==> src/hdl/nfr_pkg.sv <==
// Shared types and constants of the nitrogen fixation rate pipeline.
// Depends on nothing; every other file of the block imports it.
package nfr_pkg;

   // Quotient bits of the temperature-ramp divider and of the cost divider.
   localparam int TEMP_QBITS = 15;
   localparam int QUOT_BITS  = 32;

   // Unity in Q1.15.
   localparam logic [15:0] ONE_Q15 = 16'h8000;

   // How the temperature response of one layer is formed.
   localparam logic [1:0] TMODE_ZERO = 2'd0;
   localparam logic [1:0] TMODE_ONE  = 2'd1;
   localparam logic [1:0] TMODE_DIV  = 2'd2;

   typedef struct packed {
      logic [31:0] temp_lower;
      logic [31:0] temp_upper;
      logic [31:0] swc_bounds;
      logic [31:0] water_line;
      logic [23:0] nfix;
      logic [23:0] cost;
      logic [15:0] max_frac;
   } cfg_type;

   typedef struct packed {
      logic [1:0]  mode;
      logic [15:0] num;
      logic [15:0] den;
   } tdiv_type;

   typedef struct packed {
      tdiv_type           tdiv;
      logic signed [32:0] wprod;
      logic               win;
      logic               wfull;
      logic [24:0]        rate;
   } front_type;

   typedef struct packed {
      logic [24:0] rate0;
      logic [24:0] rate1;
      logic [15:0] fw0;
      logic [15:0] fw1;
      logic [31:0] deficit;
      logic [31:0] npp;
   } tside_type;

   typedef struct packed {
      logic [25:0] fix;
      logic [31:0] req;
      logic        dlim;
      logic        clim;
   } cside_type;

endpackage

==> src/hdl/nfr_cost_div.sv <==
// Restoring divider of the cost-ceiling fixation, one quotient bit per stage,
// with the result payload carried alongside. Depends on nfr_pkg.
module nfr_cost_div (
   input  logic                clock,
   input  logic                en,
   input  logic [48:0]         dividend,
   input  logic [23:0]         cost,
   input  nfr_pkg::cside_type  side_in,
   output logic [31:0]         quotient,
   output nfr_pkg::cside_type  side_out
);
   import nfr_pkg::*;

   typedef struct packed {
      logic [23:0]          rem;
      logic [QUOT_BITS-1:0] quo;
      logic [QUOT_BITS-1:0] low;
   } cstep_type;

   cstep_type stage_ff [QUOT_BITS];
   cside_type side_ff  [QUOT_BITS];
   cstep_type init;

   function automatic cstep_type div_step(cstep_type s, logic [23:0] d);
      logic [24:0] r2;
      cstep_type   n;
      n     = s;
      r2    = {s.rem, s.low[QUOT_BITS-1]};
      n.low = {s.low[QUOT_BITS-2:0], 1'b0};
      if (r2 >= {1'b0, d}) begin
         n.rem = 24'(r2 - {1'b0, d});
         n.quo = {s.quo[QUOT_BITS-2:0], 1'b1};
      end else begin
         n.rem = r2[23:0];
         n.quo = {s.quo[QUOT_BITS-2:0], 1'b0};
      end
      return n;
   endfunction

   always_comb begin
      init.rem = {7'd0, dividend[48:32]};
      init.quo = '0;
      init.low = dividend[31:0];
   end

   always_ff @(posedge clock) begin
      if (en) begin
         stage_ff[0] <= div_step(init, cost);
         side_ff[0]  <= side_in;
         for (int k = 1; k < QUOT_BITS; k++) begin
            stage_ff[k] <= div_step(stage_ff[k-1], cost);
            side_ff[k]  <= side_ff[k-1];
         end
      end
   end

   assign quotient = stage_ff[QUOT_BITS-1].quo;
   assign side_out = side_ff[QUOT_BITS-1];

endmodule

==> config.mk <==
export PLATFORM = sky130hd
export DESIGN_NAME = nfr_cost_div
export DESIGN_NICKNAME = d
export VERILOG_FILES = /design/src/hdl/nfr_pkg.sv /design/src/hdl/nfr_cost_div.sv
export SDC_FILE = /design/constraint.sdc
export NUM_CORES = 2
export LEC_CHECK = 0
export BUFFER_PORTS_ARGS = -buffer_cell sky130_fd_sc_hd__buf_2
export CORE_MARGIN = 2
export CORE_UTILIZATION = 57
export CTS_CLUSTER_DIAMETER = 100
export CTS_CLUSTER_SIZE = 12
export DETAILED_ROUTE_END_ITERATION = 6
export PLACE_DENSITY = 0.88
export SLEW_MARGIN = 5
export SYNTH_ARGS = -nofsm -noshare
export SYNTH_HDL_FRONTEND = slang
export SYNTH_MEMORY_MAX_BITS = 65536
export SYNTH_SLANG_ARGS = --single-unit
==> constraint.sdc <==
create_clock -name clock -period 4 [get_ports clock]
set_input_delay 0.6 -clock clock [delete_from_list [all_inputs] [get_ports clock]]
set_output_delay 0.6 -clock clock [all_outputs]
set_load 0.05 [all_outputs]
Yosys cells after proc, flatten, opt, wreduce, memory -nomap -nowiden
Memory sizes are Yosys's and may differ from the RTL's.
Index checks and enable logic that the tools add are counted.

word-level totals
  logic and storage cells = 132
  output and inout bits = 92
  input port bits = 135
  memories = 2
  bits in writable memories = 4704
  bits in registers = 0

memory list
  name      words  width  read ports  clocked after Yosys merged registers in  write ports  line                RTL
  stage_ff  32     87     32          0                                        32           nfr_cost_div.sv:20  cstep_type stage_ff [QUOT_BITS];
  side_ff   32     60     32          0                                        32           nfr_cost_div.sv:21  cside_type side_ff [QUOT_BITS];

cells by class
  $lt $le $gt $ge = 32
  mux-type cells = 66
  add/sub/neg operators = 32

operators with widths
  cell              count
  $mux W56          64
  $ge A25 B24 Y1    31
  $sub A24 B24 Y24  31
  $ge A18 B24 Y1    1
  $sub A18 B24 Y24  1
  $mux W1           2

Logic depth before layout (Yosys ltp)
An unclocked memory read counts as a cell.

  depth in word-level cells = 4
  depth in mapped cells = 15
  depth with buffers taken out = 12

Worst setup path after synthesis
OpenSTA, ideal clock, no wires.

  path kind = input-to-reg
  start point = input port cost[7]
  end point = memory stage_ff[1][340] (netlist bit) (data pin)
  path buffers = 1
  setup time = 0.260 ns
  setup slack = -0.389 ns
  data required time = 3.740 ns
  cell stages on the path = 12
  data arrival time = 4.129 ns
  cells stage by stage = inv_1 -> ha_1 -> a211oi_2 -> o21ba_2 -> o21ai_2 -> a2111o_1 -> a21boi_2 -> o211ai_2 -> o2111a_1 -> a2111oi_4 -> buf_6 -> mux2_2

RTL lines
  item                line                RTL
  start: declaration  nfr_cost_div.sv:7   input logic [23:0] cost,
  end: declaration    nfr_cost_div.sv:20

==> impl_results.md <==
* Largest net degree at the start of global routing at 132
* Total setup buffers inserted after CTS at 0
* CTS max path bufs at 4
* Clock insertion delay at the later pin of the skew report at 0.96 ns
* Clk sink count at 3688
* Worst-margin pin slew at 0.959 ns
* Leading area contributor after synthesis: edfxtp_1
* Failing checks: design-rule violations, negative setup slack
* Post-DP HPWL at 243 mm
* Vias in the first global route at 93517
* Fin Setup TNS at -0.795 ns
* CP Capture Type: flip-flop
* Crit path max fanout at 23
* Final critical-path required period at 4.16 ns
* IO buf count at 226
* Worst Hold End: stage_ff[0][77]
* Worst Reg-to-Reg Cells at 8
* Crit-path max cell delay at 0.67 ns
* Worst-path cell chain: ha_1 -> inv_1 -> nor2_1 -> a311oi_1 -> o21ai_1 -> a221oi_4 -> buf_12 -> mux2_2
* Syn Area/Cell at 15.6 µm²
* Area Overhead vs Synth at 15.6%
* Area share of the largest cell type after synthesis at 71.0%
* Setup slack after layout at -0.161 ns
* Number of DRC markers in iteration 0 at 11261
* Die span in y at 527 µm
* Hold slack at 0.0896 ns
* Pwr/cell area at 763 nW/µm²
* Drt first pass iters at 7
* First-pass GRT wire length at 580 mm
* RSZ-0062 raised after global routing: no
* R2R Setup Slk at -0.16 ns
* Relative slew slack at 36.1%
* Clock slew seen by the registers of the worst setup and hold paths at 0.07 ns
* Startpoint types: flip-flop
* Sequential share of the synthesized area at 71.0%
* Total CTS buffers at 347
* CTS root buf: clkbuf_16
* WHS Path Cells at 3
* Leak Pwr at 67.7 nW
* GRT Overall Usage at 27.8%
* Async set-or-reset flop fraction in the synthesized netlist at 0%
* Antenna violations before repair at 42
* Site Rows at 192
* GR Overflow Total at 0
* Worst Hold Launch: dividend[45]
* Slowest cell on crit path: ha_1
* Clock Skew at 0.0740 ns
* Worst min path class: in2reg
* Slew Viols, Final at 0
* Setup violators final at 26
* FMAX at 240 MHz
* Mapped cell area at 156000 µm²
* Starting Density at 57.2%
* Final Hold Viols at 0
* FF-to-FF Start: stage_ff[1][517]
* Syn Inst Count at 9997
* Crit share post-route at 104%
* Placer Congestion at 0.957
* Worst Path Required at 4.62 ns
* CTS tree: done
* Drt drc at 303
* Run status: finished, violations left
* H-tree Lvls at 5
* Synth area leaders: edfxtp_1, ha_1, mux2_2, xnor2_1, a21oi_1
* I/O pin count at 227
* CP Class: reg2reg
* Wirelength, routed at 388 mm
* Critical path arrival at 4.78 ns
* Routed vias/inst at 6.16
* Syn_nets at 10925
* Routed len/inst at 25.7 µm
* Core Region at 273000 µm²
* Nets at 12387
* Die area at 278000 µm²
* Layout fillers at 18088
* Die W at 527 µm
* Number of max-cap violations at 0
* Max VDD drop at 450 µV
* Post-route ant nets at 0
* Layout cells sized above 1 at 19.0%
* Via count at 93018
* EDFF count, synth at 3688
* Library cells used by synthesis at 87
* Reg-to-Reg End: stage_ff[1][603]
* Synth Flop Type: edfxtp_1
* Flops & latches, synth at 3688
* YS warnings at 0
==> what timing repair did <==
item                                   CTS  global route
resized for setup                        0            12
setup endpoints to repair                0            50
endpoints found under the hold margin  108             0
hold buffers                           108             0
==> routing by layer <==
metal	up-vias	GRT usage (%)	wire length (µm)
met5	-	0.0693	254
met4	36	15.0	24800
met3	1554	7.09	33000
met2	4761	44.7	184000
met1	45210	34.7	147000
li1	41457	-	-
==> placed cells by master (no fill, tap or decap), types with 27 or more instances in the layout <==
master         instances
o31ai_1               60
o21bai_1              68
or3_1                 42
nor2_1               475
inv_1                258
buf_4                916
xor2_1               206
o211ai_1              36
and3_1                69
buf_2                225
ha_1                 754
a21o_1               275
o31a_1                31
nor4_1                34
fa_1                  31
dlygate4sd3_1        108
o21ai_0              483
edfxtp_1            3688
buf_12               112
nand3_1              141
nand2b_1             102
nand2_1              468
or2_2                 27
mux2_2               420
nor2b_1              118
clkbuf_16            348
a21oi_1              603
mux2i_1               56
nor3_1               123
a31oi_1               71
a211oi_1              46
o21a_1               133
xnor2_1              349
nand4_1              117
a21boi_0              33
==> logic make-up after synthesis <==
family / Yosys count / synth area share (%)
muxes: 492 / 3.51
buffers and inverters: 519 / 1.49
adders and majority gates: 793 / 6.51
xor gates and xnor gates: 556 / 3.12
AOI/OAI and AO/OA: 2121 / 8.68
DFF: 3688 / 71.0
and+or+nand+nor: 1828 / 5.71
==> through the flow <==
stage               area, µm²  std cells  utilization [%]  power, mW  setup slack [ns]
global placement       170000      14591             62.2        103            -0.419
floorplan              156000       9997                -       86.9           -0.0724
detailed placement     170000      14591             62.2        105            -0.373
finish                 180000      15112             66.1        138            -0.161
global route           180000      15089             66.1        144            0.0330
CTS                    180000      15086             66.0        136            0.0744
==> synthesized netlist by cell type (all sizes together) (43+ instances only) <==
library cell and instances:
a211oi 47, a21o 275, a21oi 608, a31oi 75, and3 69, buf 121, clkbuf 128, edfxtp 3688
ha 762, inv 269, mux2 436, mux2i 56, nand2 468, nand2b 102, nand3 142, nand4 117
nor2 475, nor2b 119, nor3 124, o21a 133, o21ai 495, o21bai 68, o31ai 61, or3 43
xnor2 349, xor2 207
==> power by group <==
| group | switching (mW) | total, mW | internal (mW) |
|---|---|---|---|
| Combinational | 27.8 | 52.1 | 24.4 |
| Clock | 14.2 | 29.7 | 15.6 |
| Sequential | 4.26 | 55.7 | 51.4 |
==> critical path: cells and delay by family (launching register included) <==
kind,cells,cell delay (ns)
fa+ha+maj,1,0.67
simple gates,1,0.17
flops,1,0.60
mux,1,0.47
buf+inv,2,0.57
compound gates,3,1.32
==> worst max-delay path by stage <==
stage | from | cells past startpoint | slack, ns | end
3_5_place_dp | cost[9] | 16 | -0.37 | stage_ff[1][603]
5_1_grt | stage_ff[1][465] | 13 | 0.03 | stage_ff[1][607]
6_report | stage_ff[1][517] | 8 | -0.16 | stage_ff[1][603]
3_3_place_gp | cost[9] | 15 | -0.42 | stage_ff[1][864]
4_1_cts | stage_ff[0][1161] | 13 | 0.07 | stage_ff[0][1303]
2_1_floorplan | cost[1] | 13 | -0.07 | stage_ff[0][688]
==> state kept, by name, indices dropped and copies added, names as in the netlist <==
| name | count |
|---|---|
| side_ff | 1920 |
| stage_ff | 1768 |
==> layout make-up <==
type,instances,area [µm²],share of cell area (%)
sequential,3688,111000,61.4
timing repair buffer,1362,11300,6.29
inverter,270,1050,0.585
clock inverter,33,601,0.333
multi-input combinational,5790,43300,24.0
antenna,26,65.1,0.0361
tap,3589,4490,2.49
clock buffer,354,8730,4.84
(Power assumes the default switching activity.)
