==> config.mk <==
export PLATFORM = sky130hd
export DESIGN_NAME = nfr_temp_div
export DESIGN_NICKNAME = d
export VERILOG_FILES = /design/src/hdl/nfr_pkg.sv /design/src/hdl/nfr_temp_div.sv
export SDC_FILE = /design/constraint.sdc
export NUM_CORES = 2
export LEC_CHECK = 0
export BUFFER_PORTS_ARGS = -buffer_cell sky130_fd_sc_hd__buf_4
export CORE_ASPECT_RATIO = 1.25
export CORE_MARGIN = 5
export CORE_UTILIZATION = 66
export CTS_CLUSTER_SIZE = 24
export DETAILED_ROUTE_END_ITERATION = 10
export PLACE_DENSITY = 0.84
export SLEW_MARGIN = 25
export SYNTH_ARGS = -nofsm -noshare
export SYNTH_HDL_FRONTEND = slang
export SYNTH_SLANG_ARGS = --single-unit
==> constraint.sdc <==
create_clock -name clock -period 7.71 [get_ports clock]
set_clock_uncertainty 0.15 [all_clocks]
set_input_delay 1.542 -clock clock [delete_from_list [all_inputs] [get_ports clock]]
set_output_delay 1.542 -clock clock [all_outputs]
set_load 0.1 [all_outputs]
==> src/hdl/nfr_pkg.sv <==
// Shared types and constants of the nitrogen fixation rate pipeline.
// Depends on nothing; every other file of the block imports it.
package nfr_pkg;

   // Quotient bits of the temperature-ramp divider and of the cost divider.
   localparam int TEMP_QBITS = 15;
   localparam int QUOT_BITS  = 32;

   // Unity in Q1.15.
   localparam logic [15:0] ONE_Q15 = 16'h8000;

   // How the temperature response of one layer is formed.
   localparam logic [1:0] TMODE_ZERO = 2'd0;
   localparam logic [1:0] TMODE_ONE  = 2'd1;
   localparam logic [1:0] TMODE_DIV  = 2'd2;

   typedef struct packed {
      logic [31:0] temp_lower;
      logic [31:0] temp_upper;
      logic [31:0] swc_bounds;
      logic [31:0] water_line;
      logic [23:0] nfix;
      logic [23:0] cost;
      logic [15:0] max_frac;
   } cfg_type;

   typedef struct packed {
      logic [1:0]  mode;
      logic [15:0] num;
      logic [15:0] den;
   } tdiv_type;

   typedef struct packed {
      tdiv_type           tdiv;
      logic signed [32:0] wprod;
      logic               win;
      logic               wfull;
      logic [24:0]        rate;
   } front_type;

   typedef struct packed {
      logic [24:0] rate0;
      logic [24:0] rate1;
      logic [15:0] fw0;
      logic [15:0] fw1;
      logic [31:0] deficit;
      logic [31:0] npp;
   } tside_type;

   typedef struct packed {
      logic [25:0] fix;
      logic [31:0] req;
      logic        dlim;
      logic        clim;
   } cside_type;

endpackage

==> src/hdl/nfr_temp_div.sv <==
// Restoring fraction divider for the temperature ramps of both layers, one
// quotient bit per stage, with the remaining payload carried alongside. Depends on nfr_pkg.
module nfr_temp_div (
   input  logic                     clock,
   input  logic                     en,
   input  nfr_pkg::tdiv_type [1:0]  div_in,
   input  nfr_pkg::tside_type       side_in,
   output logic [1:0][15:0]         ftemp,
   output nfr_pkg::tside_type       side_out
);
   import nfr_pkg::*;

   typedef struct packed {
      logic [1:0]            mode;
      logic [15:0]           den;
      logic [15:0]           rem;
      logic [TEMP_QBITS-1:0] quo;
   } tstep_type;

   tstep_type [1:0] stage_ff [TEMP_QBITS];
   tside_type       side_ff  [TEMP_QBITS];
   tstep_type [1:0] init;

   function automatic tstep_type div_step(tstep_type s);
      logic [16:0] r2;
      tstep_type   n;
      n  = s;
      r2 = {s.rem, 1'b0};
      if (r2 >= {1'b0, s.den}) begin
         n.rem = 16'(r2 - {1'b0, s.den});
         n.quo = {s.quo[TEMP_QBITS-2:0], 1'b1};
      end else begin
         n.rem = r2[15:0];
         n.quo = {s.quo[TEMP_QBITS-2:0], 1'b0};
      end
      return n;
   endfunction

   always_comb begin
      for (int l = 0; l < 2; l++) begin
         init[l].mode = div_in[l].mode;
         init[l].den  = div_in[l].den;
         init[l].rem  = div_in[l].num;
         init[l].quo  = '0;
      end
   end

   always_ff @(posedge clock) begin
      if (en) begin
         for (int l = 0; l < 2; l++) begin
            stage_ff[0][l] <= div_step(init[l]);
            for (int k = 1; k < TEMP_QBITS; k++) begin
               stage_ff[k][l] <= div_step(stage_ff[k-1][l]);
            end
         end
         side_ff[0] <= side_in;
         for (int k = 1; k < TEMP_QBITS; k++) begin
            side_ff[k] <= side_ff[k-1];
         end
      end
   end

   always_comb begin
      for (int l = 0; l < 2; l++) begin
         case (stage_ff[TEMP_QBITS-1][l].mode)
            TMODE_ONE: ftemp[l] = ONE_Q15;
            TMODE_DIV: ftemp[l] = 16'(stage_ff[TEMP_QBITS-1][l].quo);
            default:   ftemp[l] = '0;
         endcase
      end
   end

   assign side_out = side_ff[TEMP_QBITS-1];

endmodule

Word-level counts from Yosys, hierarchy flattened
Memories as Yosys holds them, arrays and structs flattened.
Index checks and enable logic that the tools add are counted.
{"block": "op_classes", "addsub": 30, "order_cmp": 30, "n_eq_ne": 4, "mux": 64}
{"operator": "two-way mux 31 bit", "n": 60}
{"operator": "greater-or-equal comparator 17 x 16 -> 1 bit", "n": 30}
{"operator": "subtractor 16 bit", "n": 30}
{"operator": "case mux 16 bit (2 select lines)", "n": 2}
{"operator": "equality test 2 x 1 -> 1 bit, second input constant", "n": 2}
{"operator": "equality test 2 bit, second input constant", "n": 2}
{"operator": "two-way mux 1 bit", "n": 2}
{"block": "totals", "reg_bits": 0, "mem_bits_rw": 3660, "output_inout_bits": 178, "n_memories": 2}
{"name": "side_ff", "depth": 15, "width": 146, "rd": 15, "rd_ports_with_merged_regs": 0, "write_ports": 15, "line_no": "nfr_temp_div.sv:21", "text": "tside_type side_ff [TEMP_QBITS];"}
{"name": "stage_ff", "depth": 15, "width": 98, "rd": 15, "rd_ports_with_merged_regs": 0, "write_ports": 15, "line_no": "nfr_temp_div.sv:20", "text": "tstep_type [1:0] stage_ff [TEMP_QBITS];"}

Logic depth before layout (Yosys ltp)
An unclocked memory read counts as a cell.
{"block": "logic_depth", "ltp_word": 4, "ltp_mapped": 13, "mapped_depth_nobuf": 11}

Worst setup path after synthesis
OpenSTA, ideal clock, no wires.
{"block": "synth_path", "kind": "input port to flip-flop", "start": "input port div_in[6] (netlist bit)", "end": "memory stage_ff[0][23] (netlist bit), data pin", "setup_ns": 0.260, "arrival_ns": 3.811, "required_ns": 7.300, "setup_slack_ns": 3.489, "stages": 12, "path_buffers": 1, "cell_sequence": "inv_1 > ha_1 > a21oi_1 > o21ai_1 > or3_1 > a21oi_1 > nor2_1 > a41o_1 > a211oi_2 > o31ai_2 > buf_4 > mux2_2"}
{"item": "from (decl)", "line_no": "nfr_temp_div.sv:6", "text": "input nfr_pkg::tdiv_type [1:0] div_in,"}
{"item": "to (decl)", "line_no": "nfr_temp_div.sv:20"}

==> results.md <==
- Largest net degree at the start of global routing: 216
- Critical Path AT: 2.77 ns
- Initial Util: 0.664
- Setup Viol. Count Final: 0
- VDD IR max: 246 µV
- Pre-antenna DRT Iters: 8
- Post-CTS sizing: 0
- Synth Area in Simple Gates: 0.0437
- Leakage: 54.0 nW
- RSZ-0062 raised after global routing: false
- Cells after Synth: 7546
- Psw: 14.8 mW
- Clock slew at reported path FFs: 0.07 ns
- # rows: 181
- Netlist cell types: 77
- Seq pwr share: 0.475
- YS warnings: 0
- Max-cap violations: 0
- Dpl cell area: 0.135 mm²
- Largest family of logic cells by synthesized area: compound AO/OA/AOI/OAI gates
- Total track usage: 0.219
- Post-synthesis sequential element count: 3386
- Final instance area: 0.145 mm²
- Hold Crit Class: flop to flop
- Outcome: complete, no violations
- Cell taking the most area after synthesis: edfxtp_1
- Pint: 37.0 mW
- Critical Path Start Type: flop
- Cts hold-fix bufs: 0
- # IOs: 394
- Hold_ws: 0.234 ns
- Syn avg cell area: 17.1 µm²
- Slew Viols, Final: 0
- Mux contribution to synthesized area: 0.0128
- Top cell type's share of synthesized area: 0.786
- Number of I/O port buffers: 393
- Clock Tree Root: clkbuf_16
- Iteration-0 DRC Markers: 5979
- TritonCTS clock tree: built
- Final hold violation count: 0
- Synth Area in Adders: 0.0506
- Clock latency on the worst-skew pair: 0.93 ns
- Layout cell share with drive strength beyond 1: 0.126
- Nets@finish: 8815
- Post-synth net total: 8268
- Switching share of power: 0.286
- Reg-to-reg startpoint: stage_ff[1][67]
- Critical Path RT: 6.02 ns
- CORE AREA: 0.195 mm²
- Total congestion overflow: 0
- Max_slew headroom: 0.277
- Top post-synthesis cells by area: edfxtp_1 (79%), ha_1 (4.6%), inv_1 (1.8%)
- Fin Setup TNS: 0 ns
- Logic pwr share: 0.233
- Initial antenna violation count: 4
- H-tree Lvls: 5
- Setup crit start: stage_ff[1][684]
- Commonest cells after routing, fill and taps aside: edfxtp_1 (3386), inv_1 (610), ha_1 (478)
- DRT antenna net count: 0
- Minimum clock period: 4.46 ns
- Post-synth top flop: edfxtp_1
- Slew of the pin with the lowest slew margin: 1.08 ns
- Width of the die: 406 µm
- Vias/cell: 5.79
- Netlist Area Pre-Place: 0.129 mm²
- Vias: 63000
- Fin crit share: 0.578
- Critical Path End Type: output port
- Non-Filler Instances: 10900
- Synth Area in Compound Gates: 0.0568
- RR Endpoint: stage_ff[1][166]
- Setup Crit Path Kind: flop to output port
- FF-to-FF setup slack: 3.60 ns
- Clock buffer depth: 4
- Commonest non-fill, non-tap cell in the layout: edfxtp_1
- First-pass GRT wire length: 354000 µm
- Post-synth EDFFs: 3386
- Setup bufs post-CTS: 0
- Drt total wl: 224000 µm
- Sink Count: 3386
- Async set or reset register ratio after synthesis: 0
- Max FO, Critical Path: 10
- Cell Pwr Density: 359 mW/mm²
- Reg2Reg Depth: 9
- TritonCTS buffer count: 320
- Max Fclk: 224 MHz
- Worst Setup EP: ftemp[24]
- Placed cell count: 10300
- GPL Wtd Cong: 0.913
- Clk network pwr share: 0.292
- Post-synthesis sequential area ratio: 0.786
- # DRC: 0
- Avg WL per Cell: 20.6 µm
- Chip Height: 505 µm
- Post-synthesis xor/xnor area fraction: 0.0214
- Final HPWL DP: 128000 µm
- DIE AREA: 0.205 mm²
- P&R area growth vs syn: 11.8%
- Vias in the first global route: 64900
cells in the mapped netlist, drive strengths merged (6+ instances only):
cell     count
nor3       111
o311ai       9
o21a        77
o22ai        9
o21ai      377
or3         40
o21bai      15
a211o        9
mux2       138
edfxtp    3386
or2         20
xnor2      170
and2        41
a31o         9
nand2b      48
ha         478
a41o        12
nor2       248
nor3b        6
a31oi       26
nand2      435
a21o       100
o41a        10
o41ai       19
fa          28
mux2i       10
buf        161
nor4         7
and3        13
a211oi      24
o31ai       44
nand3b      11
xor2       146
nand4       68
o211ai      50
clkbuf      55
nand3       60
a2111oi     15
a21oi      285
nor2b       79
a21boi      14
inv        610
o31a        22
power groups by stage:
stage / registers [mW] / logic (mW) / clock network, mW
floorplan: 24.4 / 9.05 / 0
global placement: 24.7 / 11.0 / 0
detailed placement: 24.9 / 11.6 / 0
CTS: 24.6 / 11.9 / 15.5
global route: 24.8 / 13.3 / 16.4
finish: 24.6 / 12.1 / 15.2
area by class of cell:
cell class                 instances  area, µm²
antenna                            2       5.00
timing repair buffer             441       3530
tap                             2562       3210
clock buffer                     370       8240
inverter                         610       2290
clock inverter                   178       1700
multi-input combinational       3334      24000
sequential                      3386     102000
fill                           10800      50200
per-stage QoR:
| step | power (mW) | utilization | worst slack (ns) |
|---|---|---|---|
| 4_1_cts | 52.0 | 0.742 | 3.16 |
| 6_report | 51.9 | 0.742 | 3.25 |
| 3_5_place_dp | 36.4 | 0.691 | 2.62 |
| 2_1_floorplan | 33.5 | - | 3.49 |
| 3_3_place_gp | 35.7 | 0.691 | 2.73 |
| 5_1_grt | 54.5 | 0.742 | 3.15 |
worst max-delay path, cell delays in order (launching register included):
cell and delay (ns):
edfxtp_1 0.41, nor2b_1 0.62, buf_4 0.31, and2_1 0.18
buf_4 0.30
kinds of logic (layout without fill, tap and decap cells):
kind of cell | Yosys count | count (layout)
flops | 3386 | 3386
simple gates | 1200 | 1200
compound gates | 1164 | 1164
buf+inv | 826 | 1599
fa+ha+maj | 506 | 506
xor+xnor | 316 | 316
mux | 148 | 148
other cells | 0 | 2
flip-flops by register name (all words and copies together), names as in the netlist:
register  flops
stage_ff   1196
side_ff    2190
routing by layer:
layer,vias to the layer above,wire (µm),GRT usage,part of all wire
met5,-,13,0,0.000058
met4,2,8130,0.0754,0.036
met3,573,12100,0.0390,0.054
met2,2289,121000,0.405,0.54
met1,30800,82700,0.259,0.37
li1,29300,-,-,-
worst min-delay path by stage:
stage | start | endpoint | slack [ns] | cells after the start
CTS | side_ff[0][126] | side_ff[0][272] | 0.23 | 0
detailed placement | side_ff[0][945] | side_ff[0][1091] | 0.25 | 0
global route | stage_ff[1][376] | stage_ff[1][474] | 0.24 | 0
finish | side_ff[1][330] | side_ff[1][476] | 0.23 | 0
global placement | side_ff[1][133] | side_ff[1][279] | 0.25 | 0
floorplan | side_ff[0][854] | side_ff[0][1000] | 0.25 | 0
Note: power is estimated with default switching activity, not from simulation.
