==> src/hdl/nfr_pkg.sv <==
// Shared types and constants of the nitrogen fixation rate pipeline.
// Depends on nothing; every other file of the block imports it.
package nfr_pkg;

   // Quotient bits of the temperature-ramp divider and of the cost divider.
   localparam int TEMP_QBITS = 15;
   localparam int QUOT_BITS  = 32;

   // Unity in Q1.15.
   localparam logic [15:0] ONE_Q15 = 16'h8000;

   // How the temperature response of one layer is formed.
   localparam logic [1:0] TMODE_ZERO = 2'd0;
   localparam logic [1:0] TMODE_ONE  = 2'd1;
   localparam logic [1:0] TMODE_DIV  = 2'd2;

   typedef struct packed {
      logic [31:0] temp_lower;
      logic [31:0] temp_upper;
      logic [31:0] swc_bounds;
      logic [31:0] water_line;
      logic [23:0] nfix;
      logic [23:0] cost;
      logic [15:0] max_frac;
   } cfg_type;

   typedef struct packed {
      logic [1:0]  mode;
      logic [15:0] num;
      logic [15:0] den;
   } tdiv_type;

   typedef struct packed {
      tdiv_type           tdiv;
      logic signed [32:0] wprod;
      logic               win;
      logic               wfull;
      logic [24:0]        rate;
   } front_type;

   typedef struct packed {
      logic [24:0] rate0;
      logic [24:0] rate1;
      logic [15:0] fw0;
      logic [15:0] fw1;
      logic [31:0] deficit;
      logic [31:0] npp;
   } tside_type;

   typedef struct packed {
      logic [25:0] fix;
      logic [31:0] req;
      logic        dlim;
      logic        clim;
   } cside_type;

endpackage

==> src/hdl/nfr_layer_front.sv <==
// First pipeline stage of one soil layer: temperature band decode, water product
// and root-scaled potential rate. Depends on nfr_pkg.
module nfr_layer_front (
   input  logic                clock,
   input  logic                en,
   input  logic signed [14:0]  temp,
   input  logic [15:0]         swc,
   input  logic [15:0]         root_frac,
   input  nfr_pkg::cfg_type    cfg,
   output nfr_pkg::front_type  front
);
   import nfr_pkg::*;

   front_type          front_ff;
   front_type          front_in;
   logic signed [16:0] t_x, lo, os, oe, hi;
   logic signed [16:0] rise_num, rise_den, fall_num, fall_den;
   logic               rise, flat, fall;
   logic signed [15:0] slope;
   logic signed [16:0] swc_s;
   logic [15:0]        dry, wet;
   logic [39:0]        rate_prod;

   always_comb begin
      t_x = {{2{temp[14]}}, temp};
      lo  = {cfg.temp_lower[15], cfg.temp_lower[15:0]};
      os  = {cfg.temp_lower[31], cfg.temp_lower[31:16]};
      oe  = {cfg.temp_upper[15], cfg.temp_upper[15:0]};
      hi  = {cfg.temp_upper[31], cfg.temp_upper[31:16]};

      rise = (t_x >= lo) && (t_x < os);
      flat = (t_x >= os) && (t_x <= oe);
      fall = (t_x > oe) && (t_x <= hi);

      rise_num = t_x - lo;
      rise_den = os - lo;
      fall_num = hi - t_x;
      fall_den = hi - oe;

      // The falling edge wins over the others, as the bands are tested in order.
      front_in.tdiv.mode = TMODE_ZERO;
      front_in.tdiv.num  = rise_num[15:0];
      front_in.tdiv.den  = rise_den[15:0];
      if (fall) begin
         front_in.tdiv.mode = TMODE_DIV;
         front_in.tdiv.num  = fall_num[15:0];
         front_in.tdiv.den  = fall_den[15:0];
      end else if (flat) begin
         front_in.tdiv.mode = TMODE_ONE;
      end else if (rise) begin
         front_in.tdiv.mode = TMODE_DIV;
      end

      dry            = cfg.swc_bounds[15:0];
      wet            = cfg.swc_bounds[31:16];
      slope          = cfg.water_line[31:16];
      swc_s          = {1'b0, swc};
      front_in.wprod = slope * swc_s;
      front_in.win   = (swc > dry) && (swc < wet);
      front_in.wfull = (swc >= wet);

      rate_prod     = cfg.nfix * root_frac;
      front_in.rate = rate_prod[39:15];
   end

   always_ff @(posedge clock) begin
      if (en) begin
         front_ff <= front_in;
      end
   end

   assign front = front_ff;

endmodule

==> config.mk <==
export PLATFORM = sky130hd
export DESIGN_NAME = nfr_layer_front
export DESIGN_NICKNAME = d
export VERILOG_FILES = /design/src/hdl/nfr_pkg.sv /design/src/hdl/nfr_layer_front.sv
export SDC_FILE = /design/constraint.sdc
export NUM_CORES = 2
export LEC_CHECK = 0
export CAP_MARGIN = 25
export CELL_PAD_IN_SITES_DETAIL_PLACEMENT = 1
export CELL_PAD_IN_SITES_GLOBAL_PLACEMENT = 2
export CORE_MARGIN = 3
export CORE_UTILIZATION = 45
export CTS_CLUSTER_DIAMETER = 60
export CTS_CLUSTER_SIZE = 20
export DETAILED_ROUTE_END_ITERATION = 12
export DONT_BUFFER_PORTS = 1
export PLACE_DENSITY = 0.95
export SYNTH_ARGS = -nofsm -noshare
export SYNTH_HDL_FRONTEND = slang
export SYNTH_SLANG_ARGS = --single-unit
export TNS_END_PERCENT = 10
==> constraint.sdc <==
create_clock -name clock -period 17.9 [get_ports clock]
set_input_delay 2.685 -clock clock [delete_from_list [all_inputs] [get_ports clock]]
set_output_delay 2.685 -clock clock [all_outputs]
set_load 0.005 [all_outputs]
Word-level counts from Yosys, hierarchy flattened
Index checks and enable logic that the tools add are counted.
{"block": "classes", "muxes": 3, "add_sub_neg": 4, "reduce_logical": 4, "mul": 2, "magnitude_cmp": 9}
{"op": "$mul A24 B16 Y40", "count": 1}
{"op": "$mul A16 B17 Y33", "count": 1}
{"op": "$ge A15 B16 Y1", "count": 2}
{"op": "$le A15 B16 Y1", "count": 2}
{"op": "$mux W32", "count": 1}
{"op": "$sub A16 B16 Y16", "count": 2}
{"op": "$ge A16 B16 Y1", "count": 1}
{"op": "$gt A15 B16 Y1", "count": 1}
{"op": "$gt A16 B16 Y1", "count": 1}
{"op": "$lt A15 B16 Y1", "count": 1}
{"op": "$lt A16 B16 Y1", "count": 1}
{"op": "$sub A15 B16 Y16", "count": 1}
{"op": "$sub A16 B15 Y16", "count": 1}
{"op": "$logic_and A1 B1 Y1", "count": 4}
{"op": "$mux W2", "count": 2}
{"block": "totals", "output_inout_bits": 94, "regBits": 94, "wordCells": 29, "input_bits": 241}

Depth between registers and ports, before layout
{"block": "depth", "depth_word": 4, "depth_mapped": 26, "depth_no_buf": 24}

Worst setup path before layout
OpenSTA, ideal clock, no wires.
{"block": "synth_timing", "kind": "input-to-reg", "start": "in swc[10]", "end": "reg front_ff (netlist bit front[54]), data pin", "t_arrival_ns": 8.286, "stages": 20, "setup_ns": 0.260, "n_path_buf": 1, "setup_slack_ns": 9.354, "path_cell_list": "clkbuf_1 > nand2_1 > fa_1 > inv_1 > fa_1 > inv_1 > fa_1 > fa_1 > fa_1 > fa_1 > inv_1 > ha_1 > a21o_1 > or4b_4 > a31oi_4 > o21ai_2 > a221o_1 > a21oi_2 > o21ai_2 > xor2_1"}
{"element": "start: declaration", "line_no": "nfr_layer_front.sv:7", "rtl": "input logic [15:0] swc,"}
{"element": "end signal: assignment", "line_no": "nfr_layer_front.sv:68", "rtl": "front_ff <= front_in;"}
{"element": "end: declaration", "line_no": "nfr_layer_front.sv:14", "rtl": "front_type front_ff;"}

==> summary.txt <==
Global routing
  – GR Overflow Total: 0
  – Global router's overall resource usage: 25.0%
  – Met2 usage: 44.6%
  – Met3 global-route usage: 4.53%
  – Antenna violations before repair: 0
  – First-pass GRT wire length: roughly 130000 um
  – Number of global-route vias before repair: 24700
  – GRT Max-Usage Layer: met2
  – Global routing met1 resource utilization: 30.5%
  – Maximum number of pins on one net before global-route repair: 95

Timing
  – Setup repair after global routing missed its margin: no
  – Fmax: 116 MHz
  – Slew Limit Fails: 0
  – Number of hold violations in the final report: 0
  – Worst Tran Pin Value: 1.01 ns
  – Setup Viol. Count Final: 0
  – Setup TNS: 0 ns
  – Worst slew margin: 31.7%
  – Shortest period the worst path allows: 8.59 ns
  – Final period utilization: 48.0%

Final layout
  – Ratio of cells with drive above 1 in the final layout: 1.56%
  – Flip-flop count of the largest register, all copies and words added: between 90 and 100
  – Non-filler cells in the finished layout: 3839
  – Most common cell after layout, fill and taps aside: sky130_fd_sc_hd__inv_1
  – Final non-filler cell area: ~29000 um2
  – Commonest cells after routing, fill and taps aside: sky130_fd_sc_hd__inv_1 (703), sky130_fd_sc_hd__fa_1 (503), sky130_fd_sc_hd__nand2_1 (422)
  – Area growth from synthesis to final layout: 3.47%
  – Antenna cells: 0
  – Net count reported at finish: around 4000

Yosys
  – Yosys top cell area share: 35.9%
  – Post-synth EDFFs: 94
  – Synthesized flop and latch total: 94
  – Share of the yosys chip area belonging to registers: around 10%
  – Async set-or-reset flop fraction in the synthesized netlist: 0%
  – Mapped Avg Cell Area: 9.07 um2
  – Most used flip-flop cell after synthesis: sky130_fd_sc_hd__edfxtp_1
  – Top cell type by total area after synthesis: sky130_fd_sc_hd__fa_1
  – Netlist cell types: 69
  – Leading post-synthesis cells by cell area: sky130_fd_sc_hd__fa_1 (36%), sky130_fd_sc_hd__ha_1 (16%), sky130_fd_sc_hd__edfxtp_1 (10%)
  – Cell Area, Synth: 28000 um2
  – Number of standard cells after synthesis: approximately 3100
  – Number of synthesis warnings: 0
  – Number of nets produced by synthesis: 4190

Clock tree
  – Gates resized, CTS repair: 0
  – Clock transition at the registers of the reported paths: 0.08 ns
  – Max H-tree Level: 3
  – Buffer cell driving the clock tree root: sky130_fd_sc_hd__clkbuf_16
  – Number of clock sinks: 94
  – Hold Buf Count CTS: 0
  – Clock tree from TritonCTS: built
  – Maximum count of clock buffers along a single path: 2
  – Number of CTS-inserted buffers: 9
  – Number of post-CTS setup repair buffers: 0

Drt
  – Total Routed Length: 79700 um
  – Number of design rule violations left after detail routing: 0
  – DRC violation total after the first TritonRoute iteration: 1026
  – Detailed-route wire length per cell: 20.8 um
  – Final antenna-violating net count: 0
  – First-pass detailed-route iteration total: 5
  – Vias: 20900
  – Vias per inst: 5.45

Setup path
  – Category of the most critical setup path: input pin to flip-flop
  – Required @ worst endpoint: 18.05 ns
  – CP Launch Type: input pin
  – Element type at the critical path end: flip-flop
  – Last element of the critical path: front[59]
  – Timing startpoint of the critical path: swc[13]
  – Largest fanout of any net on the critical path: 18
  – Arrival time of the worst setup path: 8.74 ns

Pwr
  – Worst supply voltage drop on vdd: 0.000187 V
  – Power density over cell area: 218 nW/um2
  – Cell leakage power: approximately 0.015 uW
  – Total chip power: 6330 uW
  – Switch share: between 50% and 60%
  – Internal power: 2920 uW
  – Sequential group share of total power: 10.3%
  – Clock Power Share: 3.5%
  – Logic pwr share: 86.2%
  – Power dissipated by switching net loads: 3410 uW

Placed design
  – HPWL after detailed placement: 64700 um
  – Post-placement cell count: 3823
  – Post-DP Area: 28700 um2
  – Final RePlAce weighted congestion: 0.873
  – Port bufs: 0

Run
  – Max-cap violations: 0

Die
  – Row cnt: 90
  – Horizontal die dimension: 256 um
  – Die ar.: about 65000 um2
  – Area of the core: 61000 um2
  – Number of top-level pins: 335
  – Chip height: around 260 um
  – Starting utilization of the core area: a little under half

Hold path
  – Class of the tightest hold or removal check: input pin to flip-flop

Status
  – Run status: finished, final reports clean
power groups by stage:
stage               Clock, uW  Sequential, uW  Combinational [uW]
floorplan                   0             625                3910
global placement            0             662                5170
detailed placement          0             658                5420
CTS                       228             658                5500
global route              236             665                6140
finish                    219             654                5460
through the flow:
step	hold slack [ns]	worst slack [ns]	utilization [%]
after floorplan	2.80	9.35	-
after global routing	2.37	8.88	47.5
after global placement	2.81	8.93	47.0
after CTS	2.37	9.25	47.5
after detailed placement	2.81	8.81	47.0
final	2.39	9.31	47.5
worst min path at each step:
stage                     start  cells after the start  slack [ns]        end
after floorplan              en                      0        2.80   front[0]
after global placement       en                      0        2.81  front[59]
after detailed placement     en                      0        2.81  front[59]
after CTS                    en                      0        2.37  front[59]
after global routing         en                      0        2.37  front[59]
final                        en                      0        2.39  front[59]
routing by layer:
metal	routed length [um]	vias up
met3	4730	155
li1	-	9362
met2	40500	587
met5	0	-
met1	32100	10800
met4	2400	0
Yosys cell counts, types with 19 or more instances:
cell type,number
sky130_fd_sc_hd__inv_1,703
sky130_fd_sc_hd__fa_1,503
sky130_fd_sc_hd__nand2_1,422
sky130_fd_sc_hd__ha_1,357
sky130_fd_sc_hd__and2_1,248
sky130_fd_sc_hd__clkbuf_1,94
sky130_fd_sc_hd__edfxtp_1,94
sky130_fd_sc_hd__a21oi_1,84
sky130_fd_sc_hd__nor2_1,72
sky130_fd_sc_hd__xnor2_1,65
sky130_fd_sc_hd__a21o_1,56
sky130_fd_sc_hd__o21ai_0,55
sky130_fd_sc_hd__xor2_1,45
sky130_fd_sc_hd__nand4_1,30
sky130_fd_sc_hd__mux2i_1,29
sky130_fd_sc_hd__nand2b_1,27
sky130_fd_sc_hd__nor3_1,25
sky130_fd_sc_hd__nand3_1,21
sky130_fd_sc_hd__nor2b_1,20
sky130_fd_sc_hd__o21a_1,19
cell type report:
type | count | area (um2)
repair buffers | 3 | 22.5
multi-input cells | 2195 | 22200
clock inverters | 6 | 67.6
fillers | 7150 | 32000
clock buffers | 10 | 229
flip-flops and latches | 94 | 2820
inverters | 703 | 2640
well taps | 828 | 1040
kinds of logic (layout without fill, tap and decap cells):
group / Yosys count / after routing / synth area share (%)
compound gates: 303 / 303 / 7.30
xor+xnor: 110 / 110 / 3.44
fa+ha+maj: 860 / 860 / 51.9
buf+inv: 800 / 722 / 10.8
flops: 94 / 94 / 10.1
mux: 32 / 32 / 1.16
simple gates: 890 / 890 / 15.4
worst max-delay path, cell delays in order:
cell                       delay, ns
sky130_fd_sc_hd__nand2_1        0.07
sky130_fd_sc_hd__fa_1           0.53
sky130_fd_sc_hd__inv_1          0.05
sky130_fd_sc_hd__fa_1           0.54
sky130_fd_sc_hd__inv_1          0.06
sky130_fd_sc_hd__fa_1           0.50
sky130_fd_sc_hd__inv_1          0.06
sky130_fd_sc_hd__fa_1           0.56
sky130_fd_sc_hd__inv_1          0.06
sky130_fd_sc_hd__fa_1           0.47
sky130_fd_sc_hd__inv_1          0.05
sky130_fd_sc_hd__fa_1           0.43
sky130_fd_sc_hd__ha_1           0.39
sky130_fd_sc_hd__o21a_1         0.20
sky130_fd_sc_hd__a21oi_1        0.30
sky130_fd_sc_hd__o21ai_0        0.24
sky130_fd_sc_hd__o41ai_1        0.55
sky130_fd_sc_hd__o31ai_1        0.19
sky130_fd_sc_hd__o41ai_2        0.33
sky130_fd_sc_hd__o21bai_1       0.13
sky130_fd_sc_hd__a21oi_1        0.24
sky130_fd_sc_hd__xnor2_1        0.10
No activity file was read; power rests on OpenSTA's default activity.
